## src/hw/rtl/i2c_master_register_access_core_macros.svh

```systemverilog
// Assertion macros shared by the register access core.
`ifndef I2C_MASTER_REGISTER_ACCESS_CORE_MACROS_SVH
`define I2C_MASTER_REGISTER_ACCESS_CORE_MACROS_SVH

// Same-cycle implication, sampled on clk, off during reset.
`define I2CRA_ASSERT_NOW(lbl, ante, cons, msg) \
	lbl: assert property (@(posedge clk) disable iff (!arst_n) (ante) |-> (cons)) \
		else $error(msg);

// Next-cycle implication, sampled on clk, off during reset.
`define I2CRA_ASSERT_NEXT(lbl, ante, cons, msg) \
	lbl: assert property (@(posedge clk) disable iff (!arst_n) (ante) |=> (cons)) \
		else $error(msg);

`endif

```

## src/hw/rtl/i2cra_pkg.sv

```systemverilog
// Shared types and constants of the I2C register access core.
package i2cra_pkg;

	localparam int unsigned QDEPTH = 2;
	localparam int unsigned QPTRW  = 1;
	localparam int unsigned QCNTW  = 2;

	localparam logic [7:0] ACK_WAIT_RESET = 8'd250;

	typedef enum logic [2:0] {
		OP_TICK  = 3'd0,
		OP_LOAD  = 3'd1,
		OP_READ  = 3'd2,
		OP_WRITE = 3'd3,
		OP_BIT   = 3'd4
	} op_t;

	typedef struct packed {
		op_t        op;
		logic [6:0] dev_addr;
		logic [7:0] reg_addr;
		logic [4:0] length;
		logic [7:0] data_byte;
		logic [2:0] bit_index;
		logic       bit_value;
		logic       sda_in;
	} item_t;

	typedef struct packed {
		logic full;
		logic empty;
	} q_stat_t;

endpackage

```

## src/hw/rtl/i2cra_front.sv

```systemverilog
// Front end: accepts input items, decodes the command and clamps the length.
module i2cra_front
	import i2cra_pkg::*;
#(
	parameter int unsigned MAX_BURST = 16
) (
	input  logic        s_tvalid,
	output logic        s_tready,
	input  logic [39:0] s_tdata,
	input  logic [2:0]  s_tuser,
	input  q_stat_t     q_stat,
	output logic        push,
	output item_t       push_item
);

	logic [4:0] len_in;
	logic [4:0] len_sat;

	assign s_tready = !q_stat.full;
	assign push     = s_tvalid && s_tready;
	assign len_in   = s_tdata[19:15];

	always_comb begin
		len_sat = len_in;
		if (32'(len_in) > MAX_BURST) begin
			len_sat = 5'(MAX_BURST);
		end
	end

	always_comb begin
		push_item.dev_addr  = s_tdata[6:0];
		push_item.reg_addr  = s_tdata[14:7];
		push_item.length    = len_sat;
		push_item.data_byte = s_tdata[27:20];
		push_item.bit_index = s_tdata[30:28];
		push_item.bit_value = s_tdata[31];
		push_item.sda_in    = s_tdata[32];
		unique case (s_tuser)
			OP_LOAD:  push_item.op = OP_LOAD;
			OP_READ:  push_item.op = OP_READ;
			OP_WRITE: push_item.op = OP_WRITE;
			OP_BIT: begin
				push_item.op     = OP_BIT;
				// bit change always moves one byte
				push_item.length = 5'd1;
			end
			default:  push_item.op = OP_TICK;
		endcase
	end

endmodule

```

## src/hw/rtl/i2cra_fifo.sv

```systemverilog
// Short queue of decoded items between front end and sequencer.
module i2cra_fifo
	import i2cra_pkg::*;
(
	input  logic    clk,
	input  logic    arst_n,
	input  logic    push,
	input  item_t   push_item,
	input  logic    pop,
	output item_t   pop_item,
	output q_stat_t q_stat
);

	item_t             slots_q [QDEPTH];
	logic [QPTRW-1:0]  wr_ptr_q;
	logic [QPTRW-1:0]  rd_ptr_q;
	logic [QCNTW-1:0]  count_q;

	assign q_stat.full  = (count_q == QCNTW'(QDEPTH));
	assign q_stat.empty = (count_q == '0);
	assign pop_item     = slots_q[rd_ptr_q];

	always_ff @(posedge clk) begin
		if (push) begin
			slots_q[wr_ptr_q] <= push_item;
		end
	end

	always_ff @(posedge clk or negedge arst_n) begin
		if (!arst_n) begin
			wr_ptr_q <= '0;
			rd_ptr_q <= '0;
			count_q  <= '0;
		end else begin
			if (push) begin
				wr_ptr_q <= (32'(wr_ptr_q) == QDEPTH - 1) ? '0 : wr_ptr_q + QPTRW'(1);
			end
			if (pop) begin
				rd_ptr_q <= (32'(rd_ptr_q) == QDEPTH - 1) ? '0 : rd_ptr_q + QPTRW'(1);
			end
			if (push && !pop) begin
				count_q <= count_q + QCNTW'(1);
			end else if (pop && !push) begin
				count_q <= count_q - QCNTW'(1);
			end
		end
	end

endmodule

```

## src/hw/rtl/i2cra_seq.sv

```systemverilog
// Back end: bus sequencer, write buffer and registered result stage.
module i2cra_seq
	import i2cra_pkg::*;
#(
	parameter int unsigned MAX_BURST = 16
) (
	input  logic        clk,
	input  logic        arst_n,
	input  logic [7:0]  ack_limit,
	input  item_t       it,
	input  q_stat_t     q_stat,
	output logic        pop,
	output logic        m_tvalid,
	input  logic        m_tready,
	output logic [15:0] m_tdata,
	output logic        m_tuser,
	output logic        m_tlast
);

	localparam int unsigned IDXW  = (MAX_BURST > 1) ? $clog2(MAX_BURST) : 1;
	localparam int unsigned FILLW = $clog2(MAX_BURST + 1);

	typedef enum logic [21:0] {
		PH_IDLE     = 22'h000001,
		PH_ST0      = 22'h000002,
		PH_ST1      = 22'h000004,
		PH_ST2      = 22'h000008,
		PH_TXLO     = 22'h000010,
		PH_TXHI     = 22'h000020,
		PH_ACKREL   = 22'h000040,
		PH_ACKHI    = 22'h000080,
		PH_ACKTAIL  = 22'h000100,
		PH_FAILTAIL = 22'h000200,
		PH_RXHI     = 22'h000400,
		PH_RXLO     = 22'h000800,
		PH_MA0      = 22'h001000,
		PH_MA1      = 22'h002000,
		PH_MA2      = 22'h004000,
		PH_MA3      = 22'h008000,
		PH_NA0      = 22'h010000,
		PH_NA1      = 22'h020000,
		PH_NA2      = 22'h040000,
		PH_SP0      = 22'h080000,
		PH_SP1      = 22'h100000,
		PH_SP2      = 22'h200000
	} phase_t;

	typedef enum logic [8:0] {
		SG_START   = 9'h001,
		SG_ADDRW   = 9'h002,
		SG_REG     = 9'h004,
		SG_RESTART = 9'h008,
		SG_ADDRR   = 9'h010,
		SG_RX      = 9'h020,
		SG_DATA    = 9'h040,
		SG_MIDSTOP = 9'h080,
		SG_FINAL   = 9'h100
	} stage_t;

	logic [7:0]       wbuf_q [MAX_BURST];

	phase_t           phase_q, n_phase;
	stage_t           stage_q, n_stage;
	logic [2:0]       bit_cnt_q, n_bit_cnt;
	logic [4:0]       byte_cnt_q, n_byte_cnt;
	logic [7:0]       shift_q, n_shift;
	logic [7:0]       ack_cnt_q, n_ack_cnt;
	logic [FILLW-1:0] fill_q, n_fill;
	logic [6:0]       dev_q, n_dev;
	logic [7:0]       reg_q, n_reg;
	logic [4:0]       len_q, n_len;
	logic [2:0]       bidx_q, n_bidx;
	logic             bval_q, n_bval;
	op_t              kind_q, n_kind;
	logic [7:0]       rmw_q, n_rmw;
	logic             failed_q, n_failed;
	logic             second_q, n_second;

	logic             buf_we;
	logic             seg_done, rx_done, next_wr;
	logic             msb;
	logic [7:0]       mask;
	logic [7:0]       wr_byte;
	logic             o_scl, o_sda, o_busy, o_valid, o_last, o_done, o_status;
	logic [7:0]       o_byte;

	assign pop = !q_stat.empty && (!m_tvalid || m_tready);
	assign msb = shift_q[7];

	always_comb begin
		n_phase    = phase_q;
		n_stage    = stage_q;
		n_bit_cnt  = bit_cnt_q;
		n_byte_cnt = byte_cnt_q;
		n_shift    = shift_q;
		n_ack_cnt  = ack_cnt_q;
		n_fill     = fill_q;
		n_dev      = dev_q;
		n_reg      = reg_q;
		n_len      = len_q;
		n_bidx     = bidx_q;
		n_bval     = bval_q;
		n_kind     = kind_q;
		n_rmw      = rmw_q;
		n_failed   = failed_q;
		n_second   = second_q;
		buf_we     = 1'b0;
		seg_done   = 1'b0;
		rx_done    = 1'b0;
		next_wr    = 1'b0;
		mask       = 8'd0;
		wr_byte    = 8'd0;
		o_scl      = 1'b1;
		o_sda      = 1'b1;
		o_valid    = 1'b0;
		o_byte     = 8'd0;
		o_last     = 1'b0;
		o_done     = 1'b0;
		o_status   = 1'b0;

		// commands count only between transactions
		if (phase_q == PH_IDLE) begin
			if (it.op == OP_LOAD) begin
				if (fill_q < FILLW'(MAX_BURST)) begin
					buf_we = 1'b1;
					n_fill = fill_q + FILLW'(1);
				end
			end else if (it.op inside {OP_READ, OP_WRITE, OP_BIT}) begin
				n_dev      = it.dev_addr;
				n_reg      = it.reg_addr;
				n_len      = it.length;
				n_bidx     = it.bit_index;
				n_bval     = it.bit_value;
				n_kind     = it.op;
				n_byte_cnt = 5'd0;
				n_bit_cnt  = 3'd0;
				n_ack_cnt  = 8'd0;
				n_failed   = 1'b0;
				n_second   = 1'b0;
				n_stage    = SG_START;
				n_phase    = PH_ST0;
			end
		end

		o_busy = (n_phase != PH_IDLE);

		unique case (n_phase)
			PH_ST0: begin
				n_phase = PH_ST1;
			end
			PH_ST1: begin
				o_sda   = 1'b0;
				n_phase = PH_ST2;
			end
			PH_ST2: begin
				o_scl    = 1'b0;
				o_sda    = 1'b0;
				seg_done = 1'b1;
			end
			PH_TXLO: begin
				o_scl   = 1'b0;
				o_sda   = msb;
				n_phase = PH_TXHI;
			end
			PH_TXHI: begin
				o_sda     = msb;
				n_shift   = {shift_q[6:0], 1'b0};
				n_bit_cnt = bit_cnt_q + 3'd1;
				if (n_bit_cnt == 3'd0) begin
					n_ack_cnt = 8'd0;
					n_phase   = PH_ACKREL;
				end else begin
					n_phase = PH_TXLO;
				end
			end
			PH_ACKREL: begin
				o_scl   = 1'b0;
				n_phase = PH_ACKHI;
			end
			PH_ACKHI: begin
				if (!it.sda_in) begin
					n_phase = PH_ACKTAIL;
				end else if (ack_cnt_q >= ack_limit) begin
					n_phase = PH_FAILTAIL;
				end else begin
					n_ack_cnt = ack_cnt_q + 8'd1;
				end
			end
			PH_ACKTAIL: begin
				o_scl    = 1'b0;
				seg_done = 1'b1;
			end
			PH_FAILTAIL: begin
				o_scl    = 1'b0;
				n_failed = 1'b1;
				n_stage  = SG_FINAL;
				n_phase  = PH_SP0;
			end
			PH_RXHI: begin
				n_shift   = {shift_q[6:0], it.sda_in};
				n_bit_cnt = bit_cnt_q + 3'd1;
				if (n_bit_cnt == 3'd0 && kind_q == OP_READ) begin
					o_valid = 1'b1;
					o_byte  = n_shift;
					o_last  = ({1'b0, byte_cnt_q} + 6'd1) == {1'b0, len_q};
				end
				n_phase = PH_RXLO;
			end
			PH_RXLO: begin
				o_scl = 1'b0;
				if (bit_cnt_q != 3'd0) begin
					n_phase = PH_RXHI;
				end else if (({1'b0, byte_cnt_q} + 6'd1) < {1'b0, len_q}) begin
					n_phase = PH_MA0;
				end else begin
					n_phase = PH_NA0;
				end
			end
			PH_MA0: begin
				o_scl   = 1'b0;
				o_sda   = 1'b0;
				n_phase = PH_MA1;
			end
			PH_MA1: begin
				o_sda   = 1'b0;
				n_phase = PH_MA2;
			end
			PH_MA2: begin
				o_scl   = 1'b0;
				o_sda   = 1'b0;
				n_phase = PH_MA3;
			end
			PH_MA3: begin
				o_scl   = 1'b0;
				rx_done = 1'b1;
			end
			PH_NA0: begin
				o_scl   = 1'b0;
				n_phase = PH_NA1;
			end
			PH_NA1: begin
				n_phase = PH_NA2;
			end
			PH_NA2: begin
				o_scl   = 1'b0;
				rx_done = 1'b1;
			end
			PH_SP0: begin
				o_scl   = 1'b0;
				o_sda   = 1'b0;
				n_phase = PH_SP1;
			end
			PH_SP1: begin
				o_sda   = 1'b0;
				n_phase = PH_SP2;
			end
			PH_SP2: begin
				seg_done = 1'b1;
			end
			default: begin
				n_phase = PH_IDLE;
			end
		endcase

		if (rx_done) begin
			n_byte_cnt = byte_cnt_q + 5'd1;
			if (n_byte_cnt < len_q) begin
				n_shift   = 8'd0;
				n_bit_cnt = 3'd0;
				n_phase   = PH_RXHI;
			end else if (kind_q == OP_BIT) begin
				// patch the byte just read, stop, then write it back
				mask       = 8'd1 << bidx_q;
				n_rmw      = bval_q ? (shift_q | mask) : (shift_q & ~mask);
				n_second   = 1'b1;
				n_byte_cnt = 5'd0;
				n_stage    = SG_MIDSTOP;
				n_phase    = PH_SP0;
			end else begin
				n_stage = SG_FINAL;
				n_phase = PH_SP0;
			end
		end

		if (seg_done) begin
			unique case (stage_q)
				SG_START: begin
					n_stage   = SG_ADDRW;
					n_shift   = {dev_q, 1'b0};
					n_bit_cnt = 3'd0;
					n_phase   = PH_TXLO;
				end
				SG_ADDRW: begin
					n_stage   = SG_REG;
					n_shift   = reg_q;
					n_bit_cnt = 3'd0;
					n_phase   = PH_TXLO;
				end
				SG_REG: begin
					if (kind_q == OP_WRITE || second_q) begin
						n_byte_cnt = 5'd0;
						next_wr    = 1'b1;
					end else begin
						n_stage = SG_RESTART;
						n_phase = PH_ST0;
					end
				end
				SG_RESTART: begin
					n_stage   = SG_ADDRR;
					n_shift   = {dev_q, 1'b1};
					n_bit_cnt = 3'd0;
					n_phase   = PH_TXLO;
				end
				SG_ADDRR: begin
					n_byte_cnt = 5'd0;
					if (len_q != 5'd0) begin
						n_stage   = SG_RX;
						n_shift   = 8'd0;
						n_bit_cnt = 3'd0;
						n_phase   = PH_RXHI;
					end else begin
						n_stage = SG_FINAL;
						n_phase = PH_SP0;
					end
				end
				SG_DATA: begin
					n_byte_cnt = byte_cnt_q + 5'd1;
					next_wr    = 1'b1;
				end
				SG_MIDSTOP: begin
					n_stage = SG_START;
					n_phase = PH_ST0;
				end
				default: begin
					o_done   = 1'b1;
					o_status = failed_q;
					if (kind_q == OP_WRITE) begin
						n_fill = '0;
					end
					n_phase = PH_IDLE;
					o_scl   = 1'b1;
					o_sda   = 1'b1;
				end
			endcase
		end

		if (next_wr) begin
			if (n_byte_cnt < len_q) begin
				wr_byte   = (kind_q == OP_WRITE) ? wbuf_q[IDXW'(n_byte_cnt)] : rmw_q;
				n_stage   = SG_DATA;
				n_shift   = wr_byte;
				n_bit_cnt = 3'd0;
				n_phase   = PH_TXLO;
			end else begin
				n_stage = SG_FINAL;
				n_phase = PH_SP0;
			end
		end
	end

	always_ff @(posedge clk) begin
		if (pop && buf_we) begin
			wbuf_q[fill_q[IDXW-1:0]] <= it.data_byte;
		end
	end

	always_ff @(posedge clk or negedge arst_n) begin
		if (!arst_n) begin
			phase_q    <= PH_IDLE;
			stage_q    <= SG_START;
			bit_cnt_q  <= 3'd0;
			byte_cnt_q <= 5'd0;
			shift_q    <= 8'd0;
			ack_cnt_q  <= 8'd0;
			fill_q     <= '0;
			dev_q      <= 7'd0;
			reg_q      <= 8'd0;
			len_q      <= 5'd0;
			bidx_q     <= 3'd0;
			bval_q     <= 1'b0;
			kind_q     <= OP_TICK;
			rmw_q      <= 8'd0;
			failed_q   <= 1'b0;
			second_q   <= 1'b0;
		end else if (pop) begin
			phase_q    <= n_phase;
			stage_q    <= n_stage;
			bit_cnt_q  <= n_bit_cnt;
			byte_cnt_q <= n_byte_cnt;
			shift_q    <= n_shift;
			ack_cnt_q  <= n_ack_cnt;
			fill_q     <= n_fill;
			dev_q      <= n_dev;
			reg_q      <= n_reg;
			len_q      <= n_len;
			bidx_q     <= n_bidx;
			bval_q     <= n_bval;
			kind_q     <= n_kind;
			rmw_q      <= n_rmw;
			failed_q   <= n_failed;
			second_q   <= n_second;
		end
	end

	// result register: refill whenever it is empty or being taken and an item waits
	always_ff @(posedge clk or negedge arst_n) begin
		if (!arst_n) begin
			m_tvalid <= 1'b0;
		end else if (pop) begin
			m_tvalid <= 1'b1;
		end else if (m_tready) begin
			m_tvalid <= 1'b0;
		end
	end

	always_ff @(posedge clk) begin
		if (pop) begin
			m_tdata <= {3'b000, o_status, o_done, o_byte, o_busy, o_sda, o_scl};
			m_tuser <= o_valid;
			m_tlast <= o_last;
		end
	end

endmodule

```

## src/hw/rtl/i2c_master_register_access_core.sv

```systemverilog
// I2C master register access core: front end, item queue and bus sequencer.
// Each input item yields one result item, registered when the sequencer takes the item from the queue.
// Throughput is one item per cycle unless the result side stalls; the sequencer steps once per item.
// A two-entry queue and the result register let either side stall on its own.
// arst_n clears the queue, the sequencer (bus released, buffer empty) and sets the wait limit to 250.
// The write buffer holds no reset; only loaded entries are meaningful.
`include "i2c_master_register_access_core_macros.svh"

module i2c_master_register_access_core
	import i2cra_pkg::*;
#(
	parameter int unsigned MAX_BURST = 16
) (
	input  logic        clk,
	input  logic        arst_n,
	input  logic        cfg_valid,
	output logic        cfg_ready,
	input  logic [7:0]  cfg_data,   // ack_wait_limit
	input  logic        s_tvalid,
	output logic        s_tready,
	// dev_addr[6:0], reg_addr[14:7], length[19:15], data_byte[27:20],
	// bit_index[30:28], bit_value[31], sda_in[32], zero fill [39:33]
	input  logic [39:0] s_tdata,
	input  logic [2:0]  s_tuser,    // cmd
	output logic        m_tvalid,
	input  logic        m_tready,
	// scl_level[0], sda_drive[1], busy_res[2], read_byte[10:3], done_res[11],
	// status[12], zero fill [15:13]
	output logic [15:0] m_tdata,
	output logic        m_tuser,    // read_valid
	output logic        m_tlast     // read_last
);

	logic [7:0] ack_limit_q;
	logic       push;
	logic       pop;
	item_t      push_item;
	item_t      pop_item;
	q_stat_t    q_stat;

	assign cfg_ready = 1'b1;

	always_ff @(posedge clk or negedge arst_n) begin
		if (!arst_n) begin
			ack_limit_q <= ACK_WAIT_RESET;
		end else if (cfg_valid && cfg_ready) begin
			ack_limit_q <= cfg_data;
		end
	end

	i2cra_front #(
		.MAX_BURST(MAX_BURST)
	) u_front (
		.s_tvalid (s_tvalid),
		.s_tready (s_tready),
		.s_tdata  (s_tdata),
		.s_tuser  (s_tuser),
		.q_stat   (q_stat),
		.push     (push),
		.push_item(push_item)
	);

	i2cra_fifo u_fifo (
		.clk      (clk),
		.arst_n   (arst_n),
		.push     (push),
		.push_item(push_item),
		.pop      (pop),
		.pop_item (pop_item),
		.q_stat   (q_stat)
	);

	i2cra_seq #(
		.MAX_BURST(MAX_BURST)
	) u_seq (
		.clk      (clk),
		.arst_n   (arst_n),
		.ack_limit(ack_limit_q),
		.it       (pop_item),
		.q_stat   (q_stat),
		.pop      (pop),
		.m_tvalid (m_tvalid),
		.m_tready (m_tready),
		.m_tdata  (m_tdata),
		.m_tuser  (m_tuser),
		.m_tlast  (m_tlast)
	);

	`I2CRA_ASSERT_NEXT(a_push_fills_queue, s_tvalid && s_tready, !q_stat.empty, "accepted item missing from queue")
	`I2CRA_ASSERT_NOW(a_pop_needs_item, pop, !q_stat.empty, "sequencer stepped on an empty queue")
	`I2CRA_ASSERT_NOW(a_status_with_done, m_tvalid && m_tdata[12], m_tdata[11], "error status without done")
	`I2CRA_ASSERT_NOW(a_read_while_busy, m_tvalid && m_tuser, m_tdata[2] && m_tdata[0], "read byte outside a transaction")

endmodule
```

## config.mk

```make
export PLATFORM = sky130hd
export DESIGN_NAME = i2c_master_register_access_core
export DESIGN_NICKNAME = d
export VERILOG_FILES = /design/src/hw/rtl/i2cra_pkg.sv /design/src/hw/rtl/i2cra_front.sv /design/src/hw/rtl/i2cra_fifo.sv /design/src/hw/rtl/i2cra_seq.sv /design/src/hw/rtl/i2c_master_register_access_core.sv
export VERILOG_INCLUDE_DIRS = /design/src /design/src/hw/rtl
export SDC_FILE = /design/constraint.sdc
export NUM_CORES = 1
export LEC_CHECK = 0
export ABC_AREA = 1
export CAP_MARGIN = 0
export CORE_MARGIN = 2
export CORE_UTILIZATION = 52
export CTS_CLUSTER_SIZE = 10
export DETAILED_ROUTE_END_ITERATION = 12
export DONT_BUFFER_PORTS = 1
export PLACE_DENSITY = 0.7
export SETUP_SLACK_MARGIN = 0.15
export SYNTH_ARGS = -nofsm -noshare
export SYNTH_HDL_FRONTEND = slang
export SYNTH_SLANG_ARGS = --single-unit
export TNS_END_PERCENT = 30
```

## constraint.sdc

```tcl
create_clock -name clk -period 4 [get_ports clk]
set_input_delay 0 -clock clk [delete_from_list [all_inputs] [get_ports clk]]
set_output_delay 0 -clock clk [all_outputs]
set_load 0.01 [all_outputs]
```

==> metrics <==
startpoint type of the worst setup path=register; area added between synthesis and finish=16.4%; outcome=finished clean; Final period util=94.8%; critical path fanouts, max=5; Syn. warnings=0; Multi-input gate area=between 5000 and 6000 µm²; synthesized area per cell=9.82 µm²; fraction of registers with async set or reset after synthesis=between 30% and 40%; leading register cell type out of synthesis=edfxtp_1; final weighted congestion of routability-driven global placement=around 0.94; most frequent cell on the critical path=nand2_1; count of input and output buffers=0; Crit Path Category=reg2reg; Placed Instance Area=between 15000 and 20000 µm²; fraction of layout instances using a drive strength above 1=approximately 11%; I/O pin total=77; Final Critical Period=3.79 ns; wire length on met3=between 2000 and 2500 µm; HPWL after detailed placement=~25000 µm; most frequent cells in the layout=nand2_1, inv_1, edfxtp_1; achievable frequency=~260 MHz; number of cells produced by synthesis=about 1600; number of detailed-routing iterations run before antenna repair=8; Max IR drop VDD=between 0.4 and 0.5 mV; cell area after synthesis=roughly 16000 µm²; Max stage delay cell, worst path=dfrtp_2; DRC viols=0; Overflow after GRT=0; initial antenna violation count=0; FF-to-FF path depth=26; die extent in x=between 150 and 200 µm; unrepaired setup endpoints after global routing=yes; filler cell count in the final layout=about 2400; critical path's largest stage delay=roughly 0.41 ns; routed metal-1 wirelength=around 17000 µm; vias post-DR=approximately 12000; Worst-Skew Late Latency=0.53 ns; DRC violation total after the first TritonRoute iteration=approximately 1200; Die H=roughly 180 µm; Routed wire per std cell=between 15 and 20 µm; Highest Signal Layer=met4; pre-CTS setup slack=around 0.057 ns; Buf/Inv on CP=5; overall global routing resource usage=about 25%; register cell area after layout=about 9000 µm²; synthesis-stage register bit count=roughly 330; CTS tree=done; count of antenna-violating nets left after detailed routing=0; CTS sink cnt=roughly 330; worst-case clock skew=~0.019 ns; Inserted Clock Buffers=39; Site Rows=63; final design instance area without fill=approximately 18000 µm²; commonest non-fill, non-tap cell in the layout=nand2_1; slack of the critical path=0.208 ns; starting density of the core=52.9%; CTS max path bufs=3; met2 routed WL=18000 µm; cell family contributing the most delay on the critical path=simple AND/OR/NAND/NOR gates; number of global-route vias before repair=11500; Worst Hold Path Cells=1; stages on the worst setup path=26; Max Cap Viol=0; slew at the pin closest to its max-slew limit=between 1 and 1.5 ns; number of synthesized flops with an enable pin=215; power density over the cells=690 nW/µm²; Worst Hold Class=in2reg; wire length of the first global-routing pass=about 60000 µm; final wirelength=just under 40000 µm; max-slew violation total from the final report=0; total leakage power=around 7.7 nW; H-tree depth reported by CTS=2; core area=between 20000 and 30000 µm²; Setup Total Neg Slack=0 ns; total number of nets in the final design=between 1500 and 2000; CTS Root Cell=clkbuf_16; Vias per Instance=5.61; arrival time of data at the critical path endpoint=approximately 4.3 ns; post-synthesis cell type count=a little under 60; die area=about 32000 µm²; critical path required time=approximately 4.5 ns; CP endpoint kind=register; Final Hold Violating Endpoints=0; clock transition at the registers of the reported paths=roughly 0.06 ns; final number of setup-violating endpoints=0; sequential area share after synthesis=between 50 and 60%; Max-slew headroom=around a quarter; largest net degree at the start of global routing=approximately 110; antenna diode count=0
## worst paths after layout
check / slack (ns) / start / end
worst max-delay path: 0.21 / u_seq.byte_cnt_q[0] / u_seq.shift_q[7]
worst min-delay path: 0.13 / s_tdata[6] / u_fifo.slots_q[0][32]
worst max register to register: 0.21 / u_seq.byte_cnt_q[0] / u_seq.shift_q[7]
worst min register to register: 0.48 / u_fifo.count_q[0] / u_fifo.count_q[0]
max in group asynchronous: 3.39 / arst_n / u_seq.reg_q[5]
min in group asynchronous: 0.16 / arst_n / u_seq.phase_q[11]
## flip-flops by register name (all words and copies together), names as in the netlist, 2 cells and up
name,cells
u_fifo.slots_q,72
u_seq.fill_q,5
u_seq.stage_q,9
u_seq.bit_cnt_q,3
u_seq.phase_q,22
u_seq.bidx_q,3
u_seq.dev_q,7
u_seq.byte_cnt_q,5
u_seq.rmw_q,8
ack_limit_q,8
u_seq.kind_q,3
u_seq.len_q,5
u_seq.shift_q,8
u_seq.m_tdata,13
u_fifo.count_q,2
u_seq.ack_cnt_q,8
u_seq.wbuf_q,128
u_seq.reg_q,8
## power by group
part | total, mW | leakage (nW) | internal (mW) | switching, mW
Combinational | 4.47 | 3.75 | 1.45 | 3.02
Sequential | 4.88 | 3.36 | 4.46 | 0.418
Clock | 3.24 | 0.556 | 1.91 | 1.33
Total | 12.6 | 7.66 | 7.82 | 4.77
## cell type report
class | count | share of cell area (%)
Multi-Input combinational cell | 975 | 29.9
Clock inverter | 3 | 0.206
Timing Repair Buffer | 110 | 5.56
Clock buffer | 68 | 6.17
Sequential cell | 325 | 50.5
Inverter | 243 | 5.01
Tap cell | 390 | 2.67
## routing by layer
metal  GRT usage [%]  vias up
li1                -     5683
met1            34.4     5676
met2            39.9      403
met3            4.05       94
met4            8.30        0
met5               0        -
## per-stage QoR
step	cells	util, %	hold WS, ns	total power, mW
final	2114	61.6	0.128	12.6
after CTS	2102	61.0	0.102	12.4
after global routing	2114	61.6	0.124	13.3
after global placement	1975	54.9	-0.291	8.92
after floorplan	1600	-	-0.296	7.75
after detailed placement	1975	54.9	-0.292	9.04
## synthesized netlist by cell type, types with 14 or more instances
library cell / number / share of area, %
edfxtp_1: 215 / 41
mux2i_1: 24 / 1.5
nand4_1: 25 / 1.0
ha_1: 27 / 2.2
o211ai_1: 18 / 0.86
o21ai_0: 113 / 3.6
o21ai_1: 14 / 0.45
nor2_1: 131 / 3.1
a21oi_1: 51 / 1.6
inv_1: 232 / 5.6
nor3_1: 23 / 0.73
nand3b_1: 20 / 0.96
clkbuf_1: 31 / 0.74
nand3_1: 152 / 4.9
dfrtp_1: 102 / 16
o22ai_1: 24 / 0.96
nand2_1: 253 / 6.1
## kinds of logic after synthesis
logic type | share of synthesized area, %
other | 0.0479
buffers and inverters | 7.74
multiplexers | 2.18
flip-flops | 58.8
AND/OR/NAND/NOR | 19.0
AO/OA/AOI/OAI | 9.56
adder cells (fa/ha/maj) | 2.15
XOR/XNOR | 0.503
## timing repair
item / CTS / global route
pin swaps: 12 / 20
resized for setup: 14 / 29
hold buffers: 52 / 0
cloned: 0 / 0
hold endpoints to repair: 194 / 0
setup buffers: 4 / 12
endpoints found under the setup margin: 4 / 15
No activity file was read; power rests on OpenSTA's default activity.
